<file path="src/rtl/rli_pkg.sv">
// Package with sizes, codes, command type and data conversions of the ranked list.
package rli_pkg;

    localparam int DEPTH      = 16;
    localparam int DATA_WIDTH = 32;
    localparam int IDX_W      = (DEPTH > 1) ? $clog2(DEPTH) : 1;
    localparam int CNT_W      = $clog2(DEPTH + 1);
    localparam int POS_W      = 5;
    localparam int CMP_W      = (CNT_W > POS_W) ? CNT_W : POS_W;

    typedef enum logic [2:0] {
        ACT_READ   = 3'd0,
        ACT_WRITE  = 3'd1,
        ACT_INSERT = 3'd2,
        ACT_REMOVE = 3'd3,
        ACT_PUSH   = 3'd4,
        ACT_POP    = 3'd5,
        ACT_TOP    = 3'd6
    } t_action;

    typedef enum logic [1:0] {
        ST_OK    = 2'd0,
        ST_RANK  = 2'd1,
        ST_FULL  = 2'd2,
        ST_EMPTY = 2'd3
    } t_status;

    typedef struct packed {
        logic                  wr;
        logic                  ins;
        logic                  rem;
        logic [IDX_W-1:0]      pos;
        logic [DATA_WIDTH-1:0] val;
    } t_cell_cmd;

    function automatic logic [DATA_WIDTH-1:0] to_store(input logic [31:0] v);
        logic signed [63:0] w;
        w = 64'(signed'(v));
        return w[DATA_WIDTH-1:0];
    endfunction

    function automatic logic [31:0] to_out(input logic [DATA_WIDTH-1:0] v);
        logic signed [63:0] w;
        w = 64'(signed'(v));
        return w[31:0];
    endfunction

endpackage

</file>
<file path="src/rtl/rli_cell.sv">
// One storage cell of the list chain, shifting with its neighbors on insert and remove.
module rli_cell import rli_pkg::*; (
    input  logic                  i_clk,
    input  t_cell_cmd             i_cmd,
    input  logic [IDX_W-1:0]      i_index,
    input  logic [DATA_WIDTH-1:0] i_left,
    input  logic [DATA_WIDTH-1:0] i_right,
    output logic [DATA_WIDTH-1:0] o_value
);

    logic [DATA_WIDTH-1:0] r_value;
    logic [DATA_WIDTH-1:0] n_value;
    logic                  here;
    logic                  above;

    always_comb begin
        here    = (i_cmd.pos == i_index);
        above   = (i_index > i_cmd.pos);
        n_value = r_value;
        if (i_cmd.wr && here) begin
            n_value = i_cmd.val;
        end else if (i_cmd.ins) begin
            if (here) begin
                n_value = i_cmd.val;
            end else if (above) begin
                n_value = i_left;
            end
        end else if (i_cmd.rem && (here || above)) begin
            n_value = i_right;
        end
    end

    always_ff @(posedge i_clk) begin
        r_value <= n_value;
    end

    assign o_value = r_value;

endmodule

</file>
<file path="config.mk">
export PLATFORM = sky130hd
export DESIGN_NAME = rli_cell
export DESIGN_NICKNAME = d
export VERILOG_FILES = /design/src/rtl/rli_pkg.sv /design/src/rtl/rli_cell.sv
export SDC_FILE = /design/constraint.sdc
export NUM_CORES = 1
export LEC_CHECK = 0
export BUFFER_PORTS_ARGS = -buffer_cell sky130_fd_sc_hd__buf_2
export CELL_PAD_IN_SITES_DETAIL_PLACEMENT = 1
export CELL_PAD_IN_SITES_GLOBAL_PLACEMENT = 1
export CORE_UTILIZATION = 30
export CTS_BUF_LIST = sky130_fd_sc_hd__clkbuf_16
export DETAILED_ROUTE_END_ITERATION = 6
export PLACE_DENSITY = 0.85
export SLEW_MARGIN = 20
export SYNTH_ARGS = -nofsm -noshare
export SYNTH_HDL_FRONTEND = slang
export SYNTH_SLANG_ARGS = --single-unit
</file>
<file path="constraint.sdc">
create_clock -name i_clk -period 3.9 [get_ports i_clk]
set_input_delay 0.195 -clock i_clk [delete_from_list [all_inputs] [get_ports i_clk]]
set_output_delay 0.195 -clock i_clk [all_outputs]
set_load 0.01 [all_outputs]
</file>
Yosys cells after proc, flatten, opt, wreduce, memory -nomap -nowiden:

Cells that the tools add are included.

* flip-flop bits (word level): 32
* output and inout bits: 32
* word-level logic and storage cells: 14

* order comparisons: 1
* equality and inequality tests: 2
* muxes and demuxes: 5
* reductions and logical operators: 5

Operators by type and width (number)
* 32-bit 2-to-1 mux: 5
* 4-bit == test: 1
* 4-bit greater-than comparator: 1
* 4-bit by 1-bit != test with 1-bit output, second input constant: 1
* 3-bit nonzero test: 1
* 1-bit logical AND: 2
* 2-bit AND reduction: 1
* 1-bit logical OR: 1

Logic depth before layout (Yosys ltp):

* depth in word-level cells: 6
* mapped depth: 7

Worst setup path before layout:

Ideal clock, no wire load.

* path type: input to register
* start point: input port i_cmd[35] (netlist name)
* end point: register r_value[0], in the netlist o_value[0] (enable)
* data arrival time: 2.748 ns
* setup slack: 0.712 ns
* cell stages on the path: 5
* path buffers: 1
* path through: inv_1 > ha_1 > nand4_1 > clkbuf_1 > a32oi_1

* word-level cells in the longest chain between the ends: 5

Ends and longest elaborated chain
* from (decl): RTL line rli_cell.sv:4 `input t_cell_cmd i_cmd,`
* 4-bit greater-than comparator / 4-bit == test (equally long branches): RTL line rli_cell.sv:18, rli_cell.sv:17
* 1-bit logical OR: RTL line rli_cell.sv:28 `end else if (i_cmd.rem && (here || above)) begin`
* 1-bit logical AND: RTL line rli_cell.sv:28
* 3-bit nonzero test (no line)
* 2-bit AND reduction (no line) (*)
* to (signal assigned): RTL line rli_cell.sv:34 `r_value <= n_value;`
* to (decl): RTL line rli_cell.sv:11 `logic [DATA_WIDTH-1:0] r_value;`

Every way passes the cells marked *; elsewhere a longest branch is shown, timed or not.
A chain may end at the register's enable or synchronous reset.

Worst setup path after layout:

* start point: input port i_cmd[35] (netlist name)
* end point: register r_value[14], in the netlist o_value[14], data pin

* word-level cells in the longest chain between the ends: 4

Ends and longest elaborated chain
* 4-bit == test (*): RTL line rli_cell.sv:17 `here = (i_cmd.pos == i_index);`
* 32-bit 2-to-1 mux: RTL line rli_cell.sv:23 `if (here) begin`
* 32-bit 2-to-1 mux: RTL line rli_cell.sv:22 `end else if (i_cmd.ins) begin`
* 32-bit 2-to-1 mux (*): RTL line rli_cell.sv:20 `if (i_cmd.wr && here) begin`
* net n_value[14]: RTL line rli_cell.sv:12 `logic [DATA_WIDTH-1:0] n_value;`

Mark *: on every way through the listed nets, which the timed path passes. The rest lies on a longest branch.

==> flow_summary.toml <==
[layout]
nets = 438
layout_common_cells = "buf_2, inv_1, mux2i_1, nor2_1, edfxtp_1"
largest_reg_flops = 32
fillers = 811
fin_util = 0.441
fin_area_um2 = 3000
antenna_cells = 0
layout_commonest_cell = "buf_2"
area_growth_syn_to_layout_pct = 41.9
drive_gt1_frac = 0.462

[timing]
worstMarginPinSlew_ns = 0.907
max_freq_mhz = 441
relSlewSlack = 0.395
min_period_ns = 2.27
drv_slew = 0
final.period_utilization = 0.582
setup_violations = 0
finalSetupTns_ns = 0
hold_viol = 0
rsz0062_at_grt = "false"

[worst_setup_path]
required_ns = 3.86
worstSetupPathType = "in -> reg"
crit_fanout = 33
end_kind = "register"
worstPathArrival_ns = 2.23
critPathLaunchType = "input port"
worst_path_largest_cell_delay_ns = 0.75
slowest_stage = "a21oi_4"
crit_chain = "buf_2 > inv_1 > ha_1 > and4_4 > buf_4 > a21oi_4 > a222oi_1"

[die]
die-area_um2 = 7380
num_rows = 30
die_y_um = 85.9
core-area_um2 = 6790
boundaryPins = 140
fp.dieW_um = 85.9
start_util = 0.311

[logic_synthesis]
synthDistinctLibCells = 21
avgSynthCellArea_um2 = 10.8
ys_seq_elements = 32
syn_area_um2 = 2110
synth_nets = 307
syn_inst = 195
yosysSeqAreaShare = 0.455
yosysWarnings = 0

[routing]
vias_per_cell = 5.09
wl_mm = 6.63
drtAntennaViolNets = 0
route.detailed.drc = 0
routedWlPerCell_um = 15.7
drtIter0Drc = 126
dr.pass1.iters = 7
vias = 2153

[global_route]
grtUsageMet1 = 0.194
grt_pass1_wl_mm = 9.99
use_met2 = 0.317
grt.busiest_layer = "met2"
antenna_found_initial = 0
grt_pass1_vias = 2166
grt_max_degree = 35
met3_usage = 0.0356
overflow = 0
track_usage = 0.173

[placed_design]
place_congestion = 0.690
hpwlAfterDp_mm = 4.79
io_buffers = 139
postPlaceCellArea_um2 = 2840

[clocking]
clkSinkCount = 32
tritoncts = "yes"
cts-buffers-inserted = 5
postCtsSetupBuffers = 0
post_cts_resized = 0
cts.path.max_buffers = 2
cts_root_buffer = "clkbuf_16"
cts_max_level = 2
clk_pin_slew_ns = 0.06
hold_buffers = 0

[worst_hold_path]
hold_start = "i_right[30]"
holdPathStages = 3
hold_class = "in -> reg"
min_to = "o_value[30]"

[power]
power_mw = 1.19
p_leak_nw = 1.42
p_per_area_nw_per_um2 = 397
peakVddDrop_mv = 0.212

[run_status]
status = "finished clean"

[flow_run]
drv_cap = 0
cells in the mapped netlist:
cell type,instances,area share
mux2i_1,32,0.15
a21oi_4,1,0.0077
a221oi_1,1,0.0041
inv_1,36,0.064
ha_1,4,0.024
a32oi_1,1,0.0041
a222oi_1,31,0.15
buf_4,1,0.0036
buf_12,1,0.0095
nor2b_1,1,0.0030
o211ai_1,1,0.0036
edfxtp_1,32,0.45
a21oi_1,1,0.0024
nor2_1,32,0.057
nand4_1,1,0.0030
nand2_1,1,0.0018
and4_4,1,0.0053
clkbuf_2,1,0.0024
nor3b_1,1,0.0036
clkbuf_1,9,0.016
buf_6,6,0.032
critical path: cells and delay by family:
| kind | cells | cell delay (ns) |
|---|---|---|
| AOI/OAI and AO/OA | 2 | 1.05 |
| adders and majority gates | 1 | 0.33 |
| buffers and inverters | 3 | 0.42 |
| and+or+nand+nor | 1 | 0.20 |
area by class of cell:
class | instances | area, um^2 | area share
Inverter | 36 | 135 | 0.0451
Clock buffer | 5 | 125 | 0.0417
Multi-Input combinational cell | 109 | 901 | 0.301
Timing Repair Buffer | 142 | 718 | 0.240
Tap cell | 96 | 120 | 0.0401
Sequential cell | 32 | 961 | 0.321
Clock inverter | 3 | 37.5 | 0.0125
report_power, final:
group | switching (mW) | internal [mW] | total [mW]
sequential | 0.0145 | 0.455 | 0.470
combinational | 0.159 | 0.127 | 0.286
clock | 0.138 | 0.297 | 0.434
stage by stage:
step / hold WS [ns] / instances / setup WS (ns)
finish: 0.303 / 423 / 1.63
global route: 0.320 / 423 / 1.50
CTS: 0.300 / 423 / 1.63
detailed placement: 0.592 / 415 / 1.36
global placement: 0.590 / 415 / 1.43
floorplan: 0.465 / 195 / 0.712
layer usage:
metal / routed length (um) / vias to the layer above
met2: 3410 / 118
met3: 482 / 14
met1: 2590 / 1016
li1: - / 1005
met5: 0 / -
met4: 148 / 0
worst max-delay path by stage:
stage,start,endpoint,slack (ns)
after floorplan,i_cmd[35],o_value[0],0.71
after global placement,i_cmd[35],o_value[25],1.43
after detailed placement,i_cmd[35],o_value[14],1.36
after CTS,i_cmd[35],o_value[14],1.63
after global routing,i_cmd[35],o_value[14],1.50
final,i_cmd[35],o_value[14],1.63
logic make-up after synthesis:
family,after synthesis,share of synthesized area
buffers and inverters,54,0.127
AND/OR/NAND/NOR,37,0.0735
AO/OA/AOI/OAI,36,0.169
multiplexers,32,0.152
flip-flops,32,0.455
adder cells (fa/ha/maj),4,0.0237
Power figures use the tool's default switching activity.
